--- src/rtl/core/gmd_pkg.sv ---
// Shared types and constants for the gradient magnitude/direction core.
// No dependencies; used by every module in rtl/core.
`timescale 1ns / 1ps

package gmd_pkg;

  // Quantized gradient direction
  typedef enum logic [1:0] {
    DIR_HORIZ     = 2'd0,
    DIR_DIAG_SAME = 2'd1,
    DIR_VERT      = 2'd2,
    DIR_DIAG_OPP  = 2'd3
  } dir_e;

  // Saturation level of the 8-bit edge image
  localparam logic [7:0] CLIP_MAX = 8'd255;

endpackage

--- src/rtl/core/gmd_front.sv ---
// Front end: absolute values and squares, then sum of squares and direction bin.
// Two registered stages with valid/ready. Depends on gmd_pkg.
`timescale 1ns / 1ps

module gmd_front #(
  parameter int GRAD_BITS = 12
) (
  input  logic                          clk_i,
  input  logic                          rst_ni,
  input  logic                          in_valid_i,
  output logic                          in_ready_o,
  input  logic signed [GRAD_BITS-1:0]   grad_x_i,
  input  logic signed [GRAD_BITS-1:0]   grad_y_i,
  output logic                          out_valid_o,
  input  logic                          out_ready_i,
  output logic [2*GRAD_BITS-1:0]        out_sum_o,
  output gmd_pkg::dir_e                 out_dir_o
);

  localparam int SqBits = 2 * GRAD_BITS;

  logic [GRAD_BITS-1:0] abs_x, abs_y;

  logic                 v1_q;
  logic [GRAD_BITS-1:0] a_q, b_q;
  logic [SqBits-1:0]    aa_q, bb_q, ab2_q;
  logic                 same_sign_q;

  logic                 v2_q;
  logic [SqBits-1:0]    sum_q;
  gmd_pkg::dir_e        dir_q, dir_d;

  logic                 rdy1, rdy2;

  assign rdy2       = !v2_q || out_ready_i;
  assign rdy1       = !v1_q || rdy2;
  assign in_ready_o = rdy1;

  // Two's complement negation wraps the most negative value onto 2^(N-1)
  assign abs_x = grad_x_i[GRAD_BITS-1] ? (~grad_x_i + 1'b1) : grad_x_i;
  assign abs_y = grad_y_i[GRAD_BITS-1] ? (~grad_y_i + 1'b1) : grad_y_i;

  // Tangent tests: b < tan22.5*a  <=>  b*b + 2ab < a*a, and the mirror for 67.5
  always_comb begin
    if (a_q == '0 && b_q == '0) begin
      dir_d = gmd_pkg::DIR_HORIZ;
    end else if (bb_q + ab2_q < aa_q) begin
      dir_d = gmd_pkg::DIR_HORIZ;
    end else if (aa_q + ab2_q < bb_q) begin
      dir_d = gmd_pkg::DIR_VERT;
    end else if (same_sign_q) begin
      dir_d = gmd_pkg::DIR_DIAG_SAME;
    end else begin
      dir_d = gmd_pkg::DIR_DIAG_OPP;
    end
  end

  always_ff @(posedge clk_i or negedge rst_ni) begin
    if (!rst_ni) begin
      v1_q <= 1'b0;
      v2_q <= 1'b0;
    end else begin
      if (rdy1) v1_q <= in_valid_i;
      if (rdy2) v2_q <= v1_q;
    end
  end

  always_ff @(posedge clk_i) begin
    if (in_valid_i && rdy1) begin
      a_q         <= abs_x;
      b_q         <= abs_y;
      aa_q        <= SqBits'(abs_x) * SqBits'(abs_x);
      bb_q        <= SqBits'(abs_y) * SqBits'(abs_y);
      ab2_q       <= (SqBits'(abs_x) * SqBits'(abs_y)) << 1;
      same_sign_q <= (grad_x_i[GRAD_BITS-1] == grad_y_i[GRAD_BITS-1]);
    end
    if (v1_q && rdy2) begin
      sum_q <= aa_q + bb_q;
      dir_q <= dir_d;
    end
  end

  assign out_valid_o = v2_q;
  assign out_sum_o   = sum_q;
  assign out_dir_o   = dir_q;

endmodule

--- src/rtl/core/gmd_sqrt_cell.sv ---
// One cell of the square-root chain: decides one root bit and passes the word on.
// Restoring digit recurrence on the partial remainder. Depends on gmd_pkg.
`timescale 1ns / 1ps

module gmd_sqrt_cell #(
  parameter int GRAD_BITS = 12,
  parameter int BIT       = 0
) (
  input  logic                   clk_i,
  input  logic                   rst_ni,
  input  logic                   in_valid_i,
  output logic                   in_ready_o,
  input  logic [2*GRAD_BITS-1:0] in_rem_i,
  input  logic [GRAD_BITS-1:0]   in_root_i,
  input  gmd_pkg::dir_e          in_dir_i,
  output logic                   out_valid_o,
  input  logic                   out_ready_i,
  output logic [2*GRAD_BITS-1:0] out_rem_o,
  output logic [GRAD_BITS-1:0]   out_root_o,
  output gmd_pkg::dir_e          out_dir_o
);

  localparam int RemBits   = 2 * GRAD_BITS;
  localparam int TrialBits = RemBits + 1;

  logic                 valid_q;
  logic [RemBits-1:0]   rem_q, rem_d;
  logic [GRAD_BITS-1:0] root_q, root_d;
  gmd_pkg::dir_e        dir_q;

  logic [TrialBits-1:0] trial;
  logic                 take;

  assign in_ready_o = !valid_q || out_ready_i;

  // (2r + 2^i) * 2^i, with r holding only bits above i
  assign trial = (TrialBits'(in_root_i) << (BIT + 1)) + (TrialBits'(1) << (2 * BIT));
  assign take  = ({1'b0, in_rem_i} >= trial);

  always_comb begin
    rem_d  = in_rem_i;
    root_d = in_root_i;
    if (take) begin
      rem_d  = in_rem_i - trial[RemBits-1:0];
      root_d = in_root_i | (GRAD_BITS'(1) << BIT);
    end
  end

  always_ff @(posedge clk_i or negedge rst_ni) begin
    if (!rst_ni) begin
      valid_q <= 1'b0;
    end else if (in_ready_o) begin
      valid_q <= in_valid_i;
    end
  end

  always_ff @(posedge clk_i) begin
    if (in_valid_i && in_ready_o) begin
      rem_q  <= rem_d;
      root_q <= root_d;
      dir_q  <= in_dir_i;
    end
  end

  assign out_valid_o = valid_q;
  assign out_rem_o   = rem_q;
  assign out_root_o  = root_q;
  assign out_dir_o   = dir_q;

endmodule

--- src/rtl/core/gradient_magnitude_direction_core.sv ---
// Pipeline from input word to output word: two front stages, one square-root cell per
// magnitude bit, one output register.
// Throughput: one word per cycle; each stage stalls only when its successor is full.
// Reset: rst_ni asynchronous, active low, empties every stage; data registers keep no reset.
// Top level: front end, chain of square-root cells, output register. Depends on gmd_pkg,
// gmd_front and gmd_sqrt_cell.
`timescale 1ns / 1ps

module gradient_magnitude_direction_core #(
  parameter int GRAD_BITS = 12
) (
  input  logic                        clk_i,
  input  logic                        rst_ni,
  input  logic                        in_valid_i,
  output logic                        in_ready_o,
  input  logic signed [GRAD_BITS-1:0] grad_x_i,
  input  logic signed [GRAD_BITS-1:0] grad_y_i,
  output logic                        out_valid_o,
  input  logic                        out_ready_i,
  output logic [GRAD_BITS-1:0]        magnitude_o,
  output logic [7:0]                  magnitude_clipped_o,
  output logic [1:0]                  direction_o
);

  localparam int RemBits = 2 * GRAD_BITS;
  localparam int ExtBits = (GRAD_BITS > 9) ? GRAD_BITS : 9;

  logic                 chain_valid [0:GRAD_BITS];
  logic                 chain_ready [0:GRAD_BITS];
  logic [RemBits-1:0]   chain_rem   [0:GRAD_BITS];
  logic [GRAD_BITS-1:0] chain_root  [0:GRAD_BITS];
  gmd_pkg::dir_e        chain_dir   [0:GRAD_BITS];

  logic                 out_valid_q;
  logic [GRAD_BITS-1:0] mag_q;
  logic [7:0]           clip_q;
  gmd_pkg::dir_e        dir_q;

  logic [ExtBits-1:0]   mag_ext;
  logic [7:0]           clip_d;

  gmd_front #(
    .GRAD_BITS (GRAD_BITS)
  ) u_front (
    .clk_i       (clk_i),
    .rst_ni      (rst_ni),
    .in_valid_i  (in_valid_i),
    .in_ready_o  (in_ready_o),
    .grad_x_i    (grad_x_i),
    .grad_y_i    (grad_y_i),
    .out_valid_o (chain_valid[0]),
    .out_ready_i (chain_ready[0]),
    .out_sum_o   (chain_rem[0]),
    .out_dir_o   (chain_dir[0])
  );

  assign chain_root[0] = '0;

  // Cell k settles root bit GRAD_BITS-1-k, most significant first
  for (genvar k = 0; k < GRAD_BITS; k++) begin : g_cell
    gmd_sqrt_cell #(
      .GRAD_BITS (GRAD_BITS),
      .BIT       (GRAD_BITS - 1 - k)
    ) u_cell (
      .clk_i       (clk_i),
      .rst_ni      (rst_ni),
      .in_valid_i  (chain_valid[k]),
      .in_ready_o  (chain_ready[k]),
      .in_rem_i    (chain_rem[k]),
      .in_root_i   (chain_root[k]),
      .in_dir_i    (chain_dir[k]),
      .out_valid_o (chain_valid[k+1]),
      .out_ready_i (chain_ready[k+1]),
      .out_rem_o   (chain_rem[k+1]),
      .out_root_o  (chain_root[k+1]),
      .out_dir_o   (chain_dir[k+1])
    );
  end

  assign chain_ready[GRAD_BITS] = !out_valid_q || out_ready_i;

  // Saturate for the 8-bit edge image
  assign mag_ext = ExtBits'(chain_root[GRAD_BITS]);
  assign clip_d  = (mag_ext > ExtBits'(gmd_pkg::CLIP_MAX)) ? gmd_pkg::CLIP_MAX : mag_ext[7:0];

  always_ff @(posedge clk_i or negedge rst_ni) begin
    if (!rst_ni) begin
      out_valid_q <= 1'b0;
    end else if (chain_ready[GRAD_BITS]) begin
      out_valid_q <= chain_valid[GRAD_BITS];
    end
  end

  always_ff @(posedge clk_i) begin
    if (chain_valid[GRAD_BITS] && chain_ready[GRAD_BITS]) begin
      mag_q  <= chain_root[GRAD_BITS];
      clip_q <= clip_d;
      dir_q  <= chain_dir[GRAD_BITS];
    end
  end

  assign out_valid_o         = out_valid_q;
  assign magnitude_o         = mag_q;
  assign magnitude_clipped_o = clip_q;
  assign direction_o         = dir_q;

endmodule

--- config.mk ---
export PLATFORM = sky130hd
export DESIGN_NAME = gradient_magnitude_direction_core
export DESIGN_NICKNAME = d
export VERILOG_FILES = /design/src/rtl/core/gmd_pkg.sv /design/src/rtl/core/gmd_front.sv /design/src/rtl/core/gmd_sqrt_cell.sv /design/src/rtl/core/gradient_magnitude_direction_core.sv
export SDC_FILE = /design/constraint.sdc
export NUM_CORES = 1
export LEC_CHECK = 0
export BUFFER_PORTS_ARGS = -buffer_cell sky130_fd_sc_hd__buf_2
export CORE_MARGIN = 10
export CORE_UTILIZATION = 65
export CTS_BUF_LIST = sky130_fd_sc_hd__clkbuf_2 sky130_fd_sc_hd__clkbuf_4 sky130_fd_sc_hd__clkbuf_8
export CTS_CLUSTER_DIAMETER = 100
export DETAILED_ROUTE_END_ITERATION = 6
export GPL_TIMING_DRIVEN = 0
export PLACE_DENSITY = 0.89
export SLEW_MARGIN = 5
export SYNTH_ARGS = -nofsm -noshare
export SYNTH_HDL_FRONTEND = slang
export SYNTH_SLANG_ARGS = --single-unit
--- constraint.sdc ---
create_clock -name clk_i -period 8.6 [get_ports clk_i]
set_input_delay 0.86 -clock clk_i [delete_from_list [all_inputs] [get_ports clk_i]]
set_output_delay 0.86 -clock clk_i [all_outputs]
set_load 0.01 [all_outputs]
# After elaboration in Yosys (flattened, before gate mapping)
# Cells that the tools add are included.
# totals
register_bits	591
inputBits	28
out_inout_bits	24
elab_cells	187
# op_classes
n_addsub	27
n_mul	3
order_cmp	15
n_eq_ne	1
muxes	16
n_bitwise	2
reduce_logical	50
# ops
cell	count
greater-or-equal comparator 24 x 25 -> 1 bit	11
two-way mux 24 bit	11
subtractor 24 bit	10
adder 24 bit	3
less-than comparator 24 bit	2
multiplier 12 x 12 -> 24 bit	2
two-way mux 12 bit	3
adder 12 x 1 -> 12 bit (second input constant)	2
adder 23 x 21 -> 24 bit (second input constant)	1
greater-or-equal comparator 24 x 23 -> 1 bit (second input constant)	1
logical NOT 12 bit	2
NOT 12 bit	2
subtractor 24 x 23 -> 24 bit (second input constant)	1
adder 22 x 19 -> 23 bit (second input constant)	1
multiplier 12 x 12 -> 23 bit	1
adder 21 x 17 -> 22 bit (second input constant)	1
adder 20 x 15 -> 21 bit (second input constant)	1
adder 19 x 13 -> 20 bit (second input constant)	1
adder 18 x 11 -> 19 bit (second input constant)	1
adder 17 x 9 -> 18 bit (second input constant)	1
adder 16 x 7 -> 17 bit (second input constant)	1
adder 15 x 5 -> 16 bit (second input constant)	1
logical AND 1 bit	16
adder 14 x 3 -> 15 bit (second input constant)	1
8 further kinds	37

# Logic depth before layout (Yosys ltp)
# depth
word_depth	17
mapped_depth	31
ltp_nobuf	28

# Hierarchy
# From an unflattened synthesis, not the netlist that was laid out.
# unflattened
cells_unflattened	4512
hier_area_um2	47715.8
# by_module_without_submodules
module	instances	cells_each	area_each_um2	seq_area_each_um2
gmd_front	1	2153	19757.7	3593.4
gmd_sqrt_cell at g_cell[10].u_cell	1	229	2519.9	1166.1
gmd_sqrt_cell at g_cell[9].u_cell	1	208	2416.1	1166.1
gmd_sqrt_cell at g_cell[7].u_cell	1	217	2389.8	1166.1
gmd_sqrt_cell at g_cell[8].u_cell	1	203	2347.3	1166.1
gmd_sqrt_cell at g_cell[5].u_cell	1	202	2308.5	1166.1
gmd_sqrt_cell at g_cell[11].u_cell	1	208	2307.2	1166.1
gmd_sqrt_cell at g_cell[6].u_cell	1	206	2259.7	1166.1
gmd_sqrt_cell at g_cell[4].u_cell	1	188	2215.9	1166.1
gmd_sqrt_cell at g_cell[1].u_cell	1	167	2192.1	1166.1
gmd_sqrt_cell at g_cell[2].u_cell	1	164	2150.8	1166.1
gmd_sqrt_cell at g_cell[3].u_cell	1	176	2098.3	1166.1
gmd_sqrt_cell at g_cell[0].u_cell	1	155	1973.1	1166.1
gradient_magnitude_direction_core	1	36	779.5	685.7

# Worst setup path before layout
# OpenSTA, ideal clock, no wires.
# synth_path
kind	input to register
startpoint	input grad_x_i[0]
endpoint	register u_front.aa_q[23] (data pin)
setup_ps	266
arrival_ps	7767
required_time_ps	8334
slack_ps	567
path_stages	29
path_buffers	3
path_cell_list	buf_2 -> inv_1 -> buf_1 -> ha_1 -> nand2b_1 -> or4_1 -> or2_2 -> o21ai_0 -> xor2_1 -> inv_1 -> clkbuf_1 -> nand2_1 -> fa_1 -> inv_1 -> fa_1 -> fa_1 -> fa_1 -> inv_1 -> fa_1 -> inv_1 -> ha_1 -> o21a_1 -> o21ai_0 -> nand2b_1 -> and3_1 -> a221oi_1 -> o2111ai_1 -> a21oi_1 -> xnor2_1
# synth_via
elab_chain_cells	4
# synth_rtl
element	line_no	source
start, declared	gradient_magnitude_direction_core.sv:16	input logic signed [GRAD_BITS-1:0] grad_x_i,
NOT 12 bit	gmd_front.sv:40	assign abs_x = grad_x_i[GRAD_BITS-1] ? (~grad_x_i + 1'b1) : grad_x_i;
adder 12 x 1 -> 12 bit	gmd_front.sv:40	
two-way mux 12 bit	gmd_front.sv:40	
via u_front.abs_x[10]	gmd_front.sv:22	logic [GRAD_BITS-1:0] abs_x, abs_y;
multiplier 12 x 12 -> 24 bit	gmd_front.sv:72	aa_q <= SqBits'(abs_x) * SqBits'(abs_x);
end signal, assigned	gmd_front.sv:72	
end, declared	gmd_front.sv:26	logic [SqBits-1:0] aa_q, bb_q, ab2_q;
# The timed path passes the listed nets, and every way through them passes these cells.
# A chain may end at the register's enable or synchronous reset.

# Worst setup path after layout
# layout_path
startpoint	input grad_x_i[0]
endpoint	register u_front.ab2_q[22] (data pin)
# layout_via
elab_chain_cells	4
# layout_rtl
element	line_no	source
NOT 12 bit	gmd_front.sv:40	
adder 12 x 1 -> 12 bit	gmd_front.sv:40	
two-way mux 12 bit	gmd_front.sv:40	
via u_front.abs_x[4]	gmd_front.sv:22	
multiplier 12 x 12 -> 23 bit	gmd_front.sv:74	ab2_q <= (SqBits'(abs_x) * SqBits'(abs_y)) << 1;
end signal, assigned	gmd_front.sv:74	
end, declared	gmd_front.sv:26	
# The timed path passes the listed nets, and every way through them passes these cells.

==> metrics.yaml <==
routing:
  drc_errors: 0
  drt_pass1_iterations: 6
  num_vias: 25900
  ant_nets: 0
  drt-total-wl_microns: 84400
  drtIter0Drc: 2158
  wire_per_inst_microns: 19.3
  via_per_inst: 5.91
timing:
  slew_viol_final: 0
  rsz0062_at_grt: "yes"
  fmax_ghz: 0.119
  setup_slack_ps: 199
  tightest_slew_ps: 1320
  slew_headroom_pct: 10.9
  finalHoldViolCount: 0
  setup_viol: 0
  fin_crit_sh_pct: 97.7
  skew_ps: 50.2
  fin_crit_ps: 8400
synth:
  synth_edf_count: 506
  synthCells: 3397
  yosysSeqAreaShare_pct: 41.8
  synth_cell_type_count: 70
  postSynth.topFlopCell: "edfxtp_1"
  yosys_warnings: 0
  syn_avg_cell_area_sq_um: 11.0
  synth_seq_cells: 521
  netlist_area_sq_mm: 0.0372
  async_reset_ff_share_pct: 2.88
placement:
  dp_slack_ps: -1200
  port_buffers: 51
  placed_area_sq_mm: 0.0387
  dp_hpwl_microns: 62800
  finalWeightedCongestion: 0.920
finish:
  nFillCells: 3596
  drive_gt1_share_pct: 7.89
  multi_input_area_sq_mm: 0.0193
  syn_to_final_growth_pct: 8.91
  mostFrequentLayoutCell: "inv_1"
  nets: 4210
  final_cell_mix: "inv_1 (612), edfxtp_1 (506), ha_1 (368), fa_1 (261), nand2_1 (259)"
  fin_area_sq_mm: 0.0406
  regArea_sq_mm: 0.0156
setup_path:
  critPathKind: "primary input to flop"
  crit_fanout: 11
  cp.required_ps: 9070
  startpoint_type: "primary input"
  critical_path_arrival_ps: 8880
  cp-end-kind: "flop"
  r2r_cells: 17
run:
  cap_viol_max_count: 0
die:
  fp.dieArea_sq_mm: 0.0673
  io_pins: 52
  core_sq_mm: 0.0566
  rows: 87
  die_w_microns: 259
  start_util_pct: 65.8
  die_h_microns: 259
cts:
  root_buffer: "clkbuf_8"
  cts_buffers: 83
  ctsHtreeMaxLevel: 3
  cts_sinks: 521
  cts_hold_buf: 0
  cts_tree: "built"
  clk_latency_ps: 710
  path_clk_slew_ps: 70
  clockBufferDepth: 3
global_route:
  grt_start_max_net_pins: 52
  track_usage_pct: 25.2
  grt_pass1_vias: 27200
  grt_pass1_wl_microns: 135000
  globalRouteOverflowTotal: 0
  antenna_found_initial: 2
hold_path:
  hold_class: "primary input to async pin"
status:
  outcome: "finished, final reports clean"
worst max-delay path: stages:
cell	delay [ps]
buf_2	150
buf_2	370
clkinvlp_4	290
clkbuf_4	280
ha_1	290
nand2b_1	110
o21ai_0	100
xor2_1	260
inv_1	250
clkbuf_1	610
nand2_1	170
fa_1	470
fa_1	480
fa_1	500
inv_1	60
fa_1	530
inv_1	60
fa_1	550
inv_1	50
ha_1	360
and3_1	230
a221o_1	300
a21oi_1	260
o21ai_0	340
a2111oi_1	530
o21bai_1	120
xor2_1	290
layer usage:
layer | vias to the layer above | track usage, % | routed length, microns
met5 | - | 0.804 | 45
met4 | 2 | 15.0 | 5070
met2 | 1179 | 44.0 | 42400
li1 | 11800 | - | -
met1 | 12600 | 28.4 | 30500
met3 | 331 | 4.50 | 6430
synth_stat cells, types with 45 or more instances:
cell        n  area [sq um]
inv_1     615          2310
edfxtp_1  506         15200
ha_1      368          4600
fa_1      261          5230
nand2_1   259           972
nor2_1    248           931
xnor2_1   151          1320
a21oi_1   130           651
o21ai_0    98           490
xor2_1     71           622
a21o_1     62           465
nor3_1     53           265
o21a_1     48           360
clkbuf_1   45           169
nand2b_1   45           282
flip-flops by register name, indices dropped and copies added (netlist names):
signal,cells
u_front.same_sign_q,1
u_front.b_q,11
magnitude_o,12
g_cell.u_cell.out_rem_o,264
u_front.v1_q,1
g_cell.u_cell.out_root_o,78
out_valid_o,1
u_front.out_dir_o,2
u_front.aa_q,23
u_front.a_q,11
u_front.out_sum_o,24
u_front.ab2_q,23
magnitude_clipped_o,8
u_front.out_valid_o,1
u_front.bb_q,23
g_cell.u_cell.out_valid_o,12
g_cell.u_cell.out_dir_o,24
direction_o,2
stage by stage:
stage	instances	hold slack, ps	setup TNS (ps)	utilization [%]
final	4380	75.0	0	71.6
after global routing	4380	70.1	-54.1	71.6
after global placement	4220	402	-14630	68.0
after floorplan	3413	400	0	-
after detailed placement	4225	405	-17310	68.3
after CTS	4378	58.3	0	71.5
cell families after synthesis:
| family | synth area share (%) |
|---|---|
| AOI/OAI and AO/OA | 8.00 |
| and+or+nand+nor | 10.8 |
| xor gates and xnor gates | 5.26 |
| other | 0.0202 |
| muxes | 0.786 |
| adders and majority gates | 26.4 |
| DFF | 41.8 |
| buffers and inverters | 6.88 |
layout make-up:
type,instances,share of cell area [%]
antenna,1,0.00617
buffer,53,0.549
clock buffer,124,3.71
clock inverter,31,0.728
inverter,625,5.81
multi-input combinational,2212,47.6
sequential,521,38.4
tap,756,2.33
timing repair buffer,57,0.876
path summary, 6_finish.rpt:
| kind | slack (ps) | from | end |
|---|---|---|---|
| worst max-delay path | 200 | grad_x_i[0] | u_front.ab2_q[22] |
| worst min-delay path | 70 | rst_ni | out_valid_o |
| worst max register to register | 3310 | u_front.bb_q[6] | u_front.out_dir_o[1] |
| worst min register to register | 390 | g_cell[10].u_cell.out_dir_o[1] | g_cell[11].u_cell.out_dir_o[1] |
| max in group asynchronous | 8190 | rst_ni | g_cell[10].u_cell.out_valid_o |
| min in group clk_i | 390 | g_cell[10].u_cell.out_dir_o[1] | g_cell[11].u_cell.out_dir_o[1] |
what timing repair did:
action,CTS,global route
gates cloned,0,0
pin swaps,0,1
endpoints found under the setup margin,11,14
buffers inserted,0,1
gates resized for setup,3,25
Power is left out: the tool's default activity adds up to more than one toggle a clock period on the data nets, which glitch-free logic cannot reach.
